### src/rtl/tcwc_pkg.sv
// Shared widths, reset values, event and register codes of the congestion window controller.
package tcwc_pkg;

  localparam int unsigned MssW  = 16;
  localparam int unsigned WinW  = 24;
  localparam int unsigned RtoW  = 27;
  localparam int unsigned ProdW = 2 * MssW;
  localparam int unsigned TypeW = 3;
  localparam int unsigned CfgIdxW = 2;
  localparam int unsigned DupW  = 2;

  localparam int unsigned DupAckLimitDefault = 3;

  localparam logic [MssW-1:0] SegmentSizeReset = MssW'(1124);
  localparam logic [WinW-1:0] InitThreshReset  = WinW'(64000);
  localparam logic [WinW-1:0] RcvWindowReset   = WinW'(65535);
  localparam logic [WinW-1:0] WinMax           = {WinW{1'b1}};

  typedef enum logic [TypeW-1:0] {
    REQ_START   = 3'd0,
    REQ_NEW_ACK = 3'd1,
    REQ_DUP_ACK = 3'd2,
    REQ_TIMEOUT = 3'd3,
    REQ_RTT     = 3'd4
  } req_type_e;

  typedef enum logic [CfgIdxW-1:0] {
    CFG_SEGMENT_SIZE = 2'd0,
    CFG_INIT_THRESH  = 2'd1,
    CFG_RCV_WINDOW   = 2'd2
  } cfg_idx_e;

endpackage

### src/rtl/tcwc_if.sv
// Channel interfaces of the congestion window controller: config write, event, result.
interface tcwc_cfg_if;
  logic                          valid;
  logic                          ready;
  logic [tcwc_pkg::CfgIdxW-1:0]  index;
  logic [tcwc_pkg::WinW-1:0]     data;

  modport source (output valid, index, data, input ready);
  modport sink   (input valid, index, data, output ready);
endinterface

interface tcwc_req_if;
  logic                        valid;
  logic                        ready;
  logic [tcwc_pkg::TypeW-1:0]  req_type;
  logic [tcwc_pkg::WinW-1:0]   rtt_sample_us;

  modport source (output valid, req_type, rtt_sample_us, input ready);
  modport sink   (input valid, req_type, rtt_sample_us, output ready);
endinterface

interface tcwc_rsp_if;
  logic                       valid;
  logic                       ready;
  logic [tcwc_pkg::WinW-1:0]  congestion_window;
  logic [tcwc_pkg::WinW-1:0]  slow_start_threshold;
  logic [tcwc_pkg::WinW-1:0]  usable_window;
  logic [tcwc_pkg::RtoW-1:0]  retransmit_timeout_us;
  logic                       fast_retransmit;
  logic                       in_slow_start;

  modport source (output valid, congestion_window, slow_start_threshold, usable_window,
                  retransmit_timeout_us, fast_retransmit, in_slow_start, input ready);
  modport sink   (input valid, congestion_window, slow_start_threshold, usable_window,
                  retransmit_timeout_us, fast_retransmit, in_slow_start, output ready);
endinterface

### src/rtl/tcp_congestion_window_control_core.sv
// Top level of the Reno congestion window controller with a smoothed RTT estimator.
//
// Usage: the sender posts one event per item on req_i (start, new ack, duplicate ack,
// timeout, RTT sample) and receives exactly one result item on rsp_o: window,
// threshold, usable window, retransmission timeout and two flags.
// Configuration (segment size, initial threshold, receiver window) is written on cfg_i,
// which is always ready; write it only while no event is in flight.
// Steps: most events go from idle straight to the output step, an RTT sample passes the
// smoothed-mean and deviation steps first, and a new ack in congestion avoidance loads the
// restoring divider, which forms MSS*MSS/window at one quotient bit per cycle, before
// the output step.
// One event is in work at a time; req_i.ready is high only while the sequencer is idle,
// so a new event is taken only once the last one has left the output step.
// The result sits in an output register: a new event is taken while it waits, and a
// finished event holds in the last step until the receiver takes the earlier result.
// Reset: window, duplicate count and RTT state clear, the threshold takes 64000 and the
// registers take their defaults; no result is pending.
module tcp_congestion_window_control_core #(
  parameter int unsigned DUP_ACK_LIMIT = tcwc_pkg::DupAckLimitDefault
) (
  input  logic         clk_i,
  input  logic         rst_ni,
  tcwc_cfg_if.sink     cfg_i,
  tcwc_req_if.sink     req_i,
  tcwc_rsp_if.source   rsp_o
);

  typedef enum logic [5:0] {
    ST_IDLE  = 6'b000001,
    ST_LOAD  = 6'b000010,
    ST_DIV   = 6'b000100,
    ST_RTT_S = 6'b001000,
    ST_RTT_D = 6'b010000,
    ST_OUT   = 6'b100000
  } state_e;

  state_e state_q, state_d;

  // configuration
  logic [tcwc_pkg::MssW-1:0] mss_q;
  logic [tcwc_pkg::WinW-1:0] init_thr_q;
  logic [tcwc_pkg::WinW-1:0] rwnd_q;

  // controller state
  logic [tcwc_pkg::WinW-1:0] win_q, win_d;
  logic [tcwc_pkg::WinW-1:0] thr_q, thr_d;
  logic [tcwc_pkg::DupW-1:0] dup_q, dup_d;
  logic [tcwc_pkg::WinW-1:0] srtt_q, srtt_d;
  logic [tcwc_pkg::WinW-1:0] dev_q, dev_d;
  logic [tcwc_pkg::RtoW-1:0] rto_q, rto_d;
  logic                      fast_d;

  // latched event
  logic [tcwc_pkg::TypeW-1:0]  type_q;
  logic [tcwc_pkg::WinW-1:0]   sample_q;
  logic [tcwc_pkg::ProdW-1:0]  prod_q;

  // result register
  logic                      rsp_valid_q;
  logic [tcwc_pkg::WinW-1:0] rsp_cwnd_q, rsp_thr_q, rsp_usable_q;
  logic [tcwc_pkg::RtoW-1:0] rsp_rto_q;
  logic                      rsp_fast_q, rsp_slow_q;

  logic                      req_fire;
  logic                      out_fire;
  logic                      need_div;
  logic                      div_done;
  logic [tcwc_pkg::ProdW-1:0] quotient;

  logic [tcwc_pkg::ProdW:0]   ack_sum;
  logic [tcwc_pkg::ProdW-1:0] ack_inc;
  logic [tcwc_pkg::WinW-1:0]  half_win;
  logic [tcwc_pkg::WinW:0]    fr_sum;
  logic [tcwc_pkg::DupW-1:0]  dup_inc;
  logic [tcwc_pkg::RtoW:0]    srtt_sum;
  logic [tcwc_pkg::WinW-1:0]  abs_diff;
  logic [tcwc_pkg::RtoW-1:0]  dev_sum;
  logic [tcwc_pkg::RtoW-1:0]  rto_sum;

  assign cfg_i.ready = 1'b1;
  assign req_i.ready = (state_q == ST_IDLE);
  assign req_fire    = req_i.valid && req_i.ready;
  assign out_fire    = (state_q == ST_OUT) && (!rsp_valid_q || rsp_o.ready);

  // congestion avoidance step needs MSS*MSS/window
  assign need_div = (win_q >= thr_q) && (win_q != '0);

  tcwc_div u_div (
    .clk_i      (clk_i),
    .rst_ni     (rst_ni),
    .start_i    (state_q == ST_LOAD),
    .dividend_i (prod_q),
    .divisor_i  (win_q),
    .done_o     (div_done),
    .quotient_o (quotient)
  );

  always_comb begin
    state_d = state_q;
    unique case (state_q)
      ST_IDLE: begin
        if (req_fire) begin
          if (req_i.req_type == tcwc_pkg::REQ_NEW_ACK && need_div) begin
            state_d = ST_LOAD;
          end else if (req_i.req_type == tcwc_pkg::REQ_RTT) begin
            state_d = ST_RTT_S;
          end else begin
            state_d = ST_OUT;
          end
        end
      end
      ST_LOAD:  state_d = ST_DIV;
      ST_DIV:   if (div_done) state_d = ST_OUT;
      ST_RTT_S: state_d = ST_RTT_D;
      ST_RTT_D: state_d = ST_OUT;
      ST_OUT:   if (out_fire) state_d = ST_IDLE;
      default:  state_d = ST_IDLE;
    endcase
  end

  // RTT estimator steps: smoothed first, then deviation against the new mean
  always_comb begin
    srtt_sum = {1'b0, srtt_q, 3'b0} - {4'b0, srtt_q} + {4'b0, sample_q};
    srtt_d   = srtt_sum[tcwc_pkg::WinW+2:3];
    abs_diff = (sample_q >= srtt_q) ? (sample_q - srtt_q) : (srtt_q - sample_q);
    dev_sum  = {2'b0, dev_q, 1'b0} + {3'b0, dev_q} + {3'b0, abs_diff};
    dev_d    = dev_sum[tcwc_pkg::WinW+1:2];
    rto_sum  = {3'b0, srtt_q} + {1'b0, dev_q, 2'b0};
  end

  // event update applied when the result is loaded
  always_comb begin
    win_d    = win_q;
    thr_d    = thr_q;
    dup_d    = dup_q;
    rto_d    = rto_q;
    fast_d   = 1'b0;
    half_win = win_q >> 1;
    dup_inc  = dup_q + 1'b1;
    ack_inc  = need_div ? quotient : {{(tcwc_pkg::ProdW - tcwc_pkg::MssW){1'b0}}, mss_q};
    ack_sum  = {{(tcwc_pkg::ProdW + 1 - tcwc_pkg::WinW){1'b0}}, win_q} + {1'b0, ack_inc};
    fr_sum   = {1'b0, half_win} + {1'b0, 8'b0, mss_q} + {1'b0, 7'b0, mss_q, 1'b0};
    case (type_q)
      tcwc_pkg::REQ_START: begin
        win_d = {8'b0, mss_q};
        thr_d = init_thr_q;
        dup_d = '0;
        rto_d = '0;
      end
      tcwc_pkg::REQ_NEW_ACK: begin
        dup_d = '0;
        win_d = (ack_sum > {{(tcwc_pkg::ProdW + 1 - tcwc_pkg::WinW){1'b0}}, tcwc_pkg::WinMax})
                ? tcwc_pkg::WinMax : ack_sum[tcwc_pkg::WinW-1:0];
      end
      tcwc_pkg::REQ_DUP_ACK: begin
        if (dup_inc == tcwc_pkg::DupW'(DUP_ACK_LIMIT)) begin
          dup_d  = '0;
          thr_d  = half_win;
          win_d  = fr_sum[tcwc_pkg::WinW] ? tcwc_pkg::WinMax : fr_sum[tcwc_pkg::WinW-1:0];
          fast_d = 1'b1;
        end else begin
          dup_d = dup_inc;
        end
      end
      tcwc_pkg::REQ_TIMEOUT: begin
        thr_d = half_win;
        win_d = {8'b0, mss_q};
      end
      tcwc_pkg::REQ_RTT: begin
        rto_d = (rto_sum[tcwc_pkg::RtoW-1:0] == '0) ? tcwc_pkg::RtoW'(1)
                                                    : rto_sum[tcwc_pkg::RtoW-1:0];
      end
      default: begin
      end
    endcase
  end

  always_ff @(posedge clk_i or negedge rst_ni) begin
    if (!rst_ni) begin
      state_q     <= ST_IDLE;
      mss_q       <= tcwc_pkg::SegmentSizeReset;
      init_thr_q  <= tcwc_pkg::InitThreshReset;
      rwnd_q      <= tcwc_pkg::RcvWindowReset;
      win_q       <= '0;
      thr_q       <= tcwc_pkg::InitThreshReset;
      dup_q       <= '0;
      srtt_q      <= '0;
      dev_q       <= '0;
      rto_q       <= '0;
      rsp_valid_q <= 1'b0;
    end else begin
      state_q <= state_d;
      if (cfg_i.valid) begin
        unique case (cfg_i.index)
          tcwc_pkg::CFG_SEGMENT_SIZE: mss_q      <= cfg_i.data[tcwc_pkg::MssW-1:0];
          tcwc_pkg::CFG_INIT_THRESH:  init_thr_q <= cfg_i.data;
          tcwc_pkg::CFG_RCV_WINDOW:   rwnd_q     <= cfg_i.data;
          default: begin
          end
        endcase
      end
      if (state_q == ST_RTT_S) begin
        srtt_q <= srtt_d;
      end
      if (state_q == ST_RTT_D) begin
        dev_q <= dev_d;
      end
      if (out_fire) begin
        win_q <= win_d;
        thr_q <= thr_d;
        dup_q <= dup_d;
        rto_q <= rto_d;
        if (type_q == tcwc_pkg::REQ_START) begin
          srtt_q <= '0;
          dev_q  <= '0;
        end
        rsp_valid_q <= 1'b1;
      end else if (rsp_o.ready) begin
        rsp_valid_q <= 1'b0;
      end
    end
  end

  always_ff @(posedge clk_i) begin
    if (req_fire) begin
      type_q   <= req_i.req_type;
      sample_q <= req_i.rtt_sample_us;
      prod_q   <= tcwc_pkg::ProdW'(mss_q) * tcwc_pkg::ProdW'(mss_q);
    end
    if (out_fire) begin
      rsp_cwnd_q   <= win_d;
      rsp_thr_q    <= thr_d;
      rsp_usable_q <= (win_d < rwnd_q) ? win_d : rwnd_q;
      rsp_rto_q    <= (rto_d == '0) ? tcwc_pkg::RtoW'(1) : rto_d;
      rsp_fast_q   <= fast_d;
      rsp_slow_q   <= (win_d < thr_d);
    end
  end

  assign rsp_o.valid                 = rsp_valid_q;
  assign rsp_o.congestion_window     = rsp_cwnd_q;
  assign rsp_o.slow_start_threshold  = rsp_thr_q;
  assign rsp_o.usable_window         = rsp_usable_q;
  assign rsp_o.retransmit_timeout_us = rsp_rto_q;
  assign rsp_o.fast_retransmit       = rsp_fast_q;
  assign rsp_o.in_slow_start         = rsp_slow_q;

endmodule

### src/rtl/tcwc_div.sv
// Iterative restoring divider, one quotient bit per cycle.
module tcwc_div (
  input  logic                          clk_i,
  input  logic                          rst_ni,
  input  logic                          start_i,
  input  logic [tcwc_pkg::ProdW-1:0]    dividend_i,
  input  logic [tcwc_pkg::WinW-1:0]     divisor_i,
  output logic                          done_o,
  output logic [tcwc_pkg::ProdW-1:0]    quotient_o
);

  localparam int unsigned CntW = $clog2(tcwc_pkg::ProdW);

  logic                          busy_q;
  logic                          done_q;
  logic [CntW-1:0]               cnt_q;
  logic [tcwc_pkg::WinW-1:0]     rem_q, rem_d;
  logic [tcwc_pkg::WinW-1:0]     dvs_q;
  logic [tcwc_pkg::ProdW-1:0]    quo_q;
  logic [tcwc_pkg::WinW:0]       trial;
  logic [tcwc_pkg::WinW:0]       trial_sub;
  logic                          ge;

  // shift in the next dividend bit and try a subtract
  always_comb begin
    trial     = {rem_q, quo_q[tcwc_pkg::ProdW-1]};
    trial_sub = trial - {1'b0, dvs_q};
    ge        = (trial >= {1'b0, dvs_q});
    rem_d     = ge ? trial_sub[tcwc_pkg::WinW-1:0] : trial[tcwc_pkg::WinW-1:0];
  end

  always_ff @(posedge clk_i or negedge rst_ni) begin
    if (!rst_ni) begin
      busy_q <= 1'b0;
      done_q <= 1'b0;
      cnt_q  <= '0;
    end else if (start_i) begin
      busy_q <= 1'b1;
      done_q <= 1'b0;
      cnt_q  <= CntW'(tcwc_pkg::ProdW - 1);
    end else if (busy_q) begin
      cnt_q <= cnt_q - 1'b1;
      if (cnt_q == '0) begin
        busy_q <= 1'b0;
        done_q <= 1'b1;
      end
    end else begin
      done_q <= 1'b0;
    end
  end

  always_ff @(posedge clk_i) begin
    if (start_i) begin
      rem_q <= '0;
      quo_q <= dividend_i;
      dvs_q <= divisor_i;
    end else if (busy_q) begin
      rem_q <= rem_d;
      quo_q <= {quo_q[tcwc_pkg::ProdW-2:0], ge};
    end
  end

  assign done_o     = done_q;
  assign quotient_o = quo_q;

endmodule
### src/flat_wrapper.sv
// flat-port wrapper written by rule: the top's interface ports become plain ports
module tcp_congestion_window_control_core_flat 
#(
  parameter int unsigned DUP_ACK_LIMIT = tcwc_pkg::DupAckLimitDefault
)
  (clk_i, rst_ni, cfg_i_valid, cfg_i_index, cfg_i_data, cfg_i_ready, req_i_valid, req_i_req_type, req_i_rtt_sample_us, req_i_ready, rsp_o_valid, rsp_o_congestion_window, rsp_o_slow_start_threshold, rsp_o_usable_window, rsp_o_retransmit_timeout_us, rsp_o_fast_retransmit, rsp_o_in_slow_start, rsp_o_ready);
  tcwc_cfg_if cfg_i_i ();
  tcwc_req_if req_i_i ();
  tcwc_rsp_if rsp_o_i ();
  input  logic clk_i;
  input  logic rst_ni;
  input wire logic [$bits(cfg_i_i.valid)-1:0] cfg_i_valid;
  input wire logic [$bits(cfg_i_i.index)-1:0] cfg_i_index;
  input wire logic [$bits(cfg_i_i.data)-1:0] cfg_i_data;
  output wire logic [$bits(cfg_i_i.ready)-1:0] cfg_i_ready;
  input wire logic [$bits(req_i_i.valid)-1:0] req_i_valid;
  input wire logic [$bits(req_i_i.req_type)-1:0] req_i_req_type;
  input wire logic [$bits(req_i_i.rtt_sample_us)-1:0] req_i_rtt_sample_us;
  output wire logic [$bits(req_i_i.ready)-1:0] req_i_ready;
  output wire logic [$bits(rsp_o_i.valid)-1:0] rsp_o_valid;
  output wire logic [$bits(rsp_o_i.congestion_window)-1:0] rsp_o_congestion_window;
  output wire logic [$bits(rsp_o_i.slow_start_threshold)-1:0] rsp_o_slow_start_threshold;
  output wire logic [$bits(rsp_o_i.usable_window)-1:0] rsp_o_usable_window;
  output wire logic [$bits(rsp_o_i.retransmit_timeout_us)-1:0] rsp_o_retransmit_timeout_us;
  output wire logic [$bits(rsp_o_i.fast_retransmit)-1:0] rsp_o_fast_retransmit;
  output wire logic [$bits(rsp_o_i.in_slow_start)-1:0] rsp_o_in_slow_start;
  input wire logic [$bits(rsp_o_i.ready)-1:0] rsp_o_ready;
  assign cfg_i_i.valid = cfg_i_valid;
  assign cfg_i_i.index = cfg_i_index;
  assign cfg_i_i.data = cfg_i_data;
  assign cfg_i_ready = cfg_i_i.ready;
  assign req_i_i.valid = req_i_valid;
  assign req_i_i.req_type = req_i_req_type;
  assign req_i_i.rtt_sample_us = req_i_rtt_sample_us;
  assign req_i_ready = req_i_i.ready;
  assign rsp_o_valid = rsp_o_i.valid;
  assign rsp_o_congestion_window = rsp_o_i.congestion_window;
  assign rsp_o_slow_start_threshold = rsp_o_i.slow_start_threshold;
  assign rsp_o_usable_window = rsp_o_i.usable_window;
  assign rsp_o_retransmit_timeout_us = rsp_o_i.retransmit_timeout_us;
  assign rsp_o_fast_retransmit = rsp_o_i.fast_retransmit;
  assign rsp_o_in_slow_start = rsp_o_i.in_slow_start;
  assign rsp_o_i.ready = rsp_o_ready;
  tcp_congestion_window_control_core #(.DUP_ACK_LIMIT(DUP_ACK_LIMIT)) u_core (.clk_i(clk_i), .rst_ni(rst_ni), .cfg_i(cfg_i_i), .req_i(req_i_i), .rsp_o(rsp_o_i));
endmodule
### config.mk
export PLATFORM = sky130hd
export DESIGN_NAME = tcp_congestion_window_control_core_flat
export DESIGN_NICKNAME = d
export VERILOG_FILES = /design/src/rtl/tcwc_pkg.sv /design/src/rtl/tcwc_if.sv /design/src/rtl/tcp_congestion_window_control_core.sv /design/src/rtl/tcwc_div.sv /design/src/flat_wrapper.sv
export SDC_FILE = /design/constraint.sdc
export NUM_CORES = 2
export LEC_CHECK = 0
export BUFFER_PORTS_ARGS = -buffer_cell sky130_fd_sc_hd__buf_2
export CORE_MARGIN = 2
export CORE_UTILIZATION = 64
export CTS_BUF_LIST = sky130_fd_sc_hd__clkbuf_4 sky130_fd_sc_hd__clkbuf_8 sky130_fd_sc_hd__clkbuf_16
export DETAILED_ROUTE_END_ITERATION = 8
export PLACE_DENSITY = 0.8
export SYNTH_ARGS = -nofsm -noshare
export SYNTH_HDL_FRONTEND = slang
export SYNTH_SLANG_ARGS = --single-unit
### constraint.sdc
create_clock -name clk_i -period 8.7 [get_ports clk_i]
set_input_delay 1.74 -clock clk_i [delete_from_list [all_inputs] [get_ports clk_i]]
set_output_delay 1.74 -clock clk_i [all_outputs]
set_load 0.005 [all_outputs]
Yosys cells after proc, flatten, opt, wreduce, memory -nomap -nowiden:

Index checks and enable logic that the tools add are counted.

* add/subtract/negate cells: 13
* $mul: 1
* div/mod/pow operators: 0
* order comparisons: 6
* equality and inequality tests: 19
* shift operators: 0
* muxes and demuxes: 39
* bitwise gates (word level): 0
* reductions and logical operators: 22

Operators with widths (number)
* $mux W24: 13
* $pmux W24 S3: 2
* $mux W32: 3
* $sub A24 B24 Y24: 3
* $logic_not A27 Y1: 2
* $pmux W27 S2: 1
* $ge A24 B24 Y1: 2
* $lt A24 B24 Y1: 2
* $pmux W6 S6: 1
* $add A24 B32 Y33: 1
* $gt A33 B24 Y1 const B: 1
* $mul A16 B16 Y32: 1
* $mux W6: 5
* $add A24 B26 Y27: 1
* $add A27 B24 Y27: 1
* $mux W27: 1
* $sub A27 B24 Y27: 1
* $add A25 B24 Y26: 1
* $add A26 B24 Y26: 1
* $add A25 B17 Y25: 1
* $ge A25 B24 Y1: 1
* $add A23 B16 Y24: 1
* $reduce_bool A24 Y1: 1
* $mux W5: 2
* 29 further kinds: 51

* bits in registers: 443
* latch bits: 0
* bits in writable memories: 0
* memory bits (read-only): 0
* output and inout port bits: 104
* memories kept: 0

Depth between registers and ports, before layout:

* depth after elaboration: 9
* mapped depth: 37

By module:

A second synthesis with hierarchy kept.

* cell total of the unflattened synthesis: 4077
* area total of the unflattened synthesis: 38421.8 µm²

By module, submodules not included
* tcp_congestion_window_control_core: times used 1, cells each 3613, area each 33499.6 µm², seq. area each 9720.6 µm²
* tcwc_div: times used 1, cells each 464, area each 4922.2 µm², seq. area each 2337.2 µm²

Worst setup path after synthesis:

No wires, ideal clock.

* kind: register to register
* from: register u_core.thr_q[13] (netlist name)
* to: register u_core.rsp_usable_q (netlist bit u_core.rsp_o.usable_window[20]) (data pin)
* arrival time: 7.233 ns
* required time: 8.440 ns
* slack: 1.208 ns
* stages on the path, launching flop included: 32
* clock period less this slack: 7.492 ns
* path through: dfstp_2 -> inv_1 -> ha_1 -> a21oi_1 -> nor2_1 -> a2111o_1 -> o31ai_1 -> clkbuf_1 -> mux2_2 -> ha_1 -> a21oi_1 -> nand2_1 -> a21oi_1 -> o31ai_1 -> a31o_2 -> a31oi_1 -> o32ai_1 -> buf_2 -> nand3_2 -> clkbuf_1 -> o21ai_0 -> o211ai_1 -> ha_1 -> and4_1 -> nand3_1 -> or4_1 -> or4_1 -> nor2_1 -> o31ai_2 -> nand3_2 -> buf_6 -> mux2_2

* cells in the longest elaborated chain, start to end: 9

RTL lines
* from (decl): RTL line tcp_congestion_window_control_core.sv:46 `logic [tcwc_pkg::WinW-1:0] thr_q, thr_d;`
* from (signal assigned): RTL line tcp_congestion_window_control_core.sv:185 `thr_q <= tcwc_pkg::InitThreshReset;`
* from (signal assigned): RTL line tcp_congestion_window_control_core.sv:210 `thr_q <= thr_d;`
* $ge A24 B24 Y1 *: RTL line tcp_congestion_window_control_core.sv:86 `assign need_div = (win_q >= thr_q) && (win_q != '0);`
* $logic_and A1 B1 Y1 *: RTL line tcp_congestion_window_control_core.sv:86
* $mux W32 *: RTL line tcp_congestion_window_control_core.sv:140 `ack_inc = need_div ? quotient : {{(tcwc_pkg::ProdW - tcwc_pkg::MssW){1'b0}}, mss_q};`
* $add A24 B32 Y33 *: RTL line tcp_congestion_window_control_core.sv:141 `ack_sum = {{(tcwc_pkg::ProdW + 1 - tcwc_pkg::WinW){1'b0}}, win_q} + {1'b0, ack_inc};`
* $gt A33 B24 Y1: RTL line tcp_congestion_window_control_core.sv:152 `win_d = (ack_sum > {{(tcwc_pkg::ProdW + 1 - tcwc_pkg::WinW){1'b0}}, tcwc_pkg::WinMax})`
* $mux W24 *: RTL line tcp_congestion_window_control_core.sv:153 `? tcwc_pkg::WinMax : ack_sum[tcwc_pkg::WinW-1:0];`
* $pmux W24 S3 *: RTL line tcp_congestion_window_control_core.sv:143 `case (type_q)`
* net u_core.win_d (one bit): RTL line tcp_congestion_window_control_core.sv:45 `logic [tcwc_pkg::WinW-1:0] win_q, win_d;`
* $lt A24 B24 Y1: RTL line tcp_congestion_window_control_core.sv:233 `rsp_usable_q <= (win_d < rwnd_q) ? win_d : rwnd_q;`
* $mux W24 *: RTL line tcp_congestion_window_control_core.sv:233
* to (signal assigned): RTL line tcp_congestion_window_control_core.sv:233
* to (decl): RTL line tcp_congestion_window_control_core.sv:60 `logic [tcwc_pkg::WinW-1:0] rsp_cwnd_q, rsp_thr_q, rsp_usable_q;`

Mark *: on every way through the listed nets, which the timed path passes. The rest lies on a longest branch.
A chain may end at the register's enable or synchronous reset.

Worst setup path after layout:

* from: register u_core.thr_q[17] (netlist name)
* to: register u_core.rsp_usable_q (netlist bit u_core.rsp_o.usable_window[21]) (data pin)

* cells in the longest elaborated chain, start to end: 9

RTL lines (RTL line)
* $ge A24 B24 Y1 *: tcp_congestion_window_control_core.sv:86
* $logic_and A1 B1 Y1 *: tcp_congestion_window_control_core.sv:86
* $mux W32 *: tcp_congestion_window_control_core.sv:140
* $add A24 B32 Y33 *: tcp_congestion_window_control_core.sv:141
* $gt A33 B24 Y1: tcp_congestion_window_control_core.sv:152
* $mux W24 *: tcp_congestion_window_control_core.sv:153
* $pmux W24 S3 *: tcp_congestion_window_control_core.sv:143
* net u_core.win_d (one bit): tcp_congestion_window_control_core.sv:45
* $lt A24 B24 Y1 *: tcp_congestion_window_control_core.sv:233
* $mux W24 *: tcp_congestion_window_control_core.sv:233

Marks and branches as above.

==> metrics.txt <==
# TYPE chip_impl_metric gauge
chip_impl_info{name="root_buffer",value="clkbuf_16"} 1
chip_impl_metric{name="clock_insertion_delay_worst_skew",unit="ns"} 0.64
chip_impl_metric{name="synth.avg_cell_area",unit="µm²"} 9.297
chip_impl_metric{name="layout_worst_path_cycle_share",unit="%"} 94.92
chip_impl_metric{name="finalSetupTns",unit="ns"} 0
chip_impl_metric{name="critical_path_required",unit="ns"} 9.09
chip_impl_metric{name="maxSlewViolCount",unit=""} 0
chip_impl_metric{name="floorplan.die.width",unit="µm"} 248.5
chip_impl_metric{name="io_pins",unit=""} 162
chip_impl_metric{name="holdPathStages",unit=""} 2
chip_impl_metric{name="r2r_depth",unit=""} 30
chip_impl_metric{name="yosys_warnings",unit=""} 0
chip_impl_metric{name="timing.critical_path.arrival",unit="ns"} 8.65
chip_impl_metric{name="timing.critical_path.slowest_cell_delay",unit="ns"} 0.51
chip_impl_metric{name="worst-path-max-fanout",unit=""} 24
chip_impl_metric{name="drive_gt1_share",unit="%"} 11.72
chip_impl_metric{name="grt_max_degree",unit=""} 106
chip_impl_metric{name="grtUsageMet1",unit="%"} 42.97
chip_impl_info{name="cts_tree",value="built"} 1
chip_impl_metric{name="die_y",unit="µm"} 248.5
chip_impl_metric{name="floorplan.initialDensity",unit="%"} 64.85
chip_impl_metric{name="synthToLayoutAreaGrowth",unit="%"} 9.385
chip_impl_metric{name="synth_area",unit="µm²"} 38270
chip_impl_info{name="setup_repair_after_global_routing_missed_its_margin",value="no"} 1
chip_impl_info{name="crit_path_start",value="u_core.thr_q[17]"} 1
chip_impl_metric{name="rrSetupSlack",unit="ns"} 0.44
chip_impl_metric{name="number_of_violations_reported_at_the_end_of_detailed_routing_iteration_0",unit=""} 2683
chip_impl_metric{name="syn-instance-count",unit=""} 4117
chip_impl_metric{name="yosys_cell_types",unit=""} 94
chip_impl_info{name="crit-reg2reg-launch",value="u_core.thr_q[17]"} 1
chip_impl_info{name="setup.worst_path.class",value="reg -> reg"} 1
chip_impl_info{name="status",value="finished clean"} 1
chip_impl_metric{name="cts_max_path_buffers",unit=""} 3
chip_impl_info{name="hold_path.startpoint",value="u_core.rto_q[3]"} 1
chip_impl_metric{name="first_global_vias",unit=""} 31790
chip_impl_metric{name="setup_violations",unit=""} 0
chip_impl_info{name="synthFlopType",value="edfxtp_1"} 1
chip_impl_info{name="layer_with_the_highest_usage",value="met2"} 1
chip_impl_info{name="hold_path.class",value="reg -> reg"} 1
chip_impl_metric{name="finish.net_count",unit=""} 4901
chip_impl_info{name="crit_path_frequent_cell",value="ha_1"} 1
chip_impl_metric{name="synth.top_cell.area_share",unit="%"} 16.87
chip_impl_metric{name="timing_worst_slew_pin_value",unit="ns"} 1.108
chip_impl_metric{name="route.antenna.remaining_nets",unit=""} 0
chip_impl_metric{name="fmaxAchievable",unit="GHz"} 0.1211
chip_impl_metric{name="synth_nets",unit=""} 4767
chip_impl_metric{name="drtPass1Iterations",unit=""} 9
chip_impl_metric{name="timing.max_slew.rel_slack",unit="%"} 25.98
chip_impl_metric{name="die-area",unit="µm²"} 61770
chip_impl_metric{name="synth_seq_cells",unit=""} 442
chip_impl_metric{name="place.gp.congestion",unit=""} 0.9699
chip_impl_info{name="startpoint_types",value="flop"} 1
chip_impl_metric{name="cts.clk_slew.worst_paths",unit="ns"} 0.07
chip_impl_metric{name="core_region_area",unit="µm²"} 59020
chip_impl_metric{name="timing.clock.skew",unit="ns"} 0.04507
chip_impl_metric{name="grt_overflow_total",unit=""} 0
chip_impl_metric{name="drcViolationCount",unit=""} 0
chip_impl_metric{name="drt-vias-per-instance",unit=""} 6.220
chip_impl_info{name="timing.rr.end",value="u_core.rsp_o.usable_window[21]"} 1
chip_impl_info{name="whs_endpoint",value="u_core.rto_q[3]"} 1
chip_impl_metric{name="cts_inserted_buffers",unit=""} 49
chip_impl_info{name="highest_delay_cell_along_the_critical_path",value="or4_1"} 1
chip_impl_metric{name="drt_wl_total",unit="µm"} 107000
chip_impl_info{name="synth.top_cells.by_area",value="edfxtp_1 (17%), ha_1 (12%), fa_1 (11%)"} 1
chip_impl_metric{name="yosysSeqAreaShare",unit="%"} 31.50
chip_impl_metric{name="wire_per_inst",unit="µm"} 21.11
chip_impl_metric{name="cts_max_level",unit=""} 2
chip_impl_metric{name="gr_util_met2",unit="%"} 58.67
chip_impl_metric{name="cts_hold_buffers",unit=""} 0
chip_impl_metric{name="route.vias.total",unit=""} 31510
chip_impl_metric{name="met3_routing_resource_usage_after_global_routing",unit="%"} 4.752
chip_impl_metric{name="max-cap-violations",unit=""} 0
chip_impl_metric{name="clkSinkCount",unit=""} 442
chip_impl_metric{name="placement_rows",unit=""} 89
chip_impl_metric{name="sum_of_net_half_perimeters_after_detailed_placement",unit="µm"} 80300
chip_impl_metric{name="track_usage",unit="%"} 34.29
chip_impl_info{name="layout_commonest_cell",value="inv_1"} 1
chip_impl_metric{name="io_buffers",unit=""} 160
chip_impl_metric{name="wire_length_of_the_first_global_routing_pass",unit="µm"} 169100
chip_impl_info{name="most-common-layout-cells",value="inv_1 (527), nand2_1 (438), ha_1 (375)"} 1
chip_impl_metric{name="antenna_found_initial",unit=""} 0
chip_impl_info{name="netlist.top_cell.by_area",value="edfxtp_1"} 1
chip_impl_info{name="crit_path_end_kind",value="flop"} 1
chip_impl_metric{name="synth_edf_count",unit=""} 215
chip_impl_metric{name="ys_async_sr_fraction",unit="%"} 45.93
chip_impl_metric{name="fin_crit",unit="ns"} 8.258
chip_impl_metric{name="hold_violations",unit=""} 0
cells by family (layout without fill, tap and decap cells):
family / Yosys count / count (layout) / synth area share (%)
buf+inv: 691 / 866 / 6.881
other cells: 1 / 2 / 0.009798
simple gates: 1116 / 1116 / 13.67
compound gates: 964 / 964 / 16.37
fa+ha+maj: 592 / 592 / 23.61
xor+xnor: 166 / 166 / 3.799
mux: 145 / 145 / 4.158
flops: 442 / 442 / 31.50
critical path, delay by kind of cell, from the launching register on:
| kind | cells | cell delay [ns] |
|---|---|---|
| flip-flops | 1 | 0.38 |
| AO/OA/AOI/OAI | 11 | 2.89 |
| buffers and inverters | 5 | 0.82 |
| AND/OR/NAND/NOR | 9 | 2.16 |
| multiplexers | 2 | 0.73 |
| adder cells (fa/ha/maj) | 3 | 1.00 |
registers in the layout (all words and copies together) (netlist names), 27 cells and up:
register / cells
u_core.prod_q: 31
u_core.rsp_o.retransmit_timeout_us: 27
u_core.rto_q: 27
u_core.u_div.quotient_o: 32
final cells by class:
class,instances,area [µm²]
fillers,4557,17150
diodes,1,2.502
multi-input cells,2984,23680
clock inverters,24,271.5
flip-flops and latches,442,12060
well taps,773,967.2
clock buffers,68,1441
inverters,533,2003
repair buffers,241,1444
cell usage after synthesis (all sizes together), types with 19 or more instances:
| cell type | number |
|---|---|
| nor2b | 34 |
| nor2 | 247 |
| nand2b | 31 |
| dfstp | 33 |
| o21a | 47 |
| nand3 | 46 |
| o31ai | 23 |
| xor2 | 57 |
| fa | 217 |
| clkbuf | 139 |
| xnor2 | 109 |
| o211ai | 23 |
| a21oi | 269 |
| mux2 | 103 |
| ha | 375 |
| mux2i | 42 |
| and2 | 83 |
| nand2 | 438 |
| edfxtp | 215 |
| a211oi | 40 |
| nor3 | 80 |
| a222oi | 21 |
| inv | 529 |
| a31oi | 27 |
| o21ai | 223 |
| a21o | 89 |
| buf | 19 |
| dfrtp | 170 |
| nor4 | 22 |
| dfxtp | 24 |
| nand4 | 36 |
| o21bai | 23 |
per-layer routing:
layer  wire length, µm  part of all wire, %  up-vias
met5                 0                    0        -
li1                  -                    -    14590
met1             41770                   39    15190
met4              5384                  5.0        0
met3              8186                  7.7      345
met2             51610                   48     1391
how the worst max path moves through the flow:
stage                                endpoint  slack [ns]  cells past startpoint
2_1_floorplan  u_core.rsp_o.usable_window[20]        1.21                     31
3_3_place_gp   u_core.rsp_o.usable_window[21]        0.22                     29
3_5_place_dp    u_core.rsp_o.usable_window[5]       -0.06                     29
4_1_cts        u_core.rsp_o.usable_window[21]        0.02                     29
5_1_grt        u_core.rsp_o.usable_window[21]        0.02                     31
6_report       u_core.rsp_o.usable_window[21]        0.44                     30
through the flow:
step | worst slack [ns] | std cells | hold slack [ns] | utilization, % | area, µm²
final | 0.4419 | 5066 | 0.4629 | 70.94 | 41870
after global routing | 0.02053 | 5065 | 0.4829 | 70.93 | 41860
after CTS | 0.01566 | 5062 | 0.4651 | 70.78 | 41780
after detailed placement | -0.06311 | 4970 | 0.4508 | 67.87 | 40050
after global placement | 0.2202 | 4970 | 0.4400 | 67.87 | 40050
after floorplan | 1.208 | 4117 | 0.4265 | - | 38270
repair_timing:
action,4_1_cts,5_1_grt
endpoints found under the setup margin,19,25
resized for setup,1,12
pin swaps,0,1
setup buffers,0,3
Power is left out: the tool's default activity adds up to more than one toggle a clock period on the data nets, which glitch-free logic cannot reach.
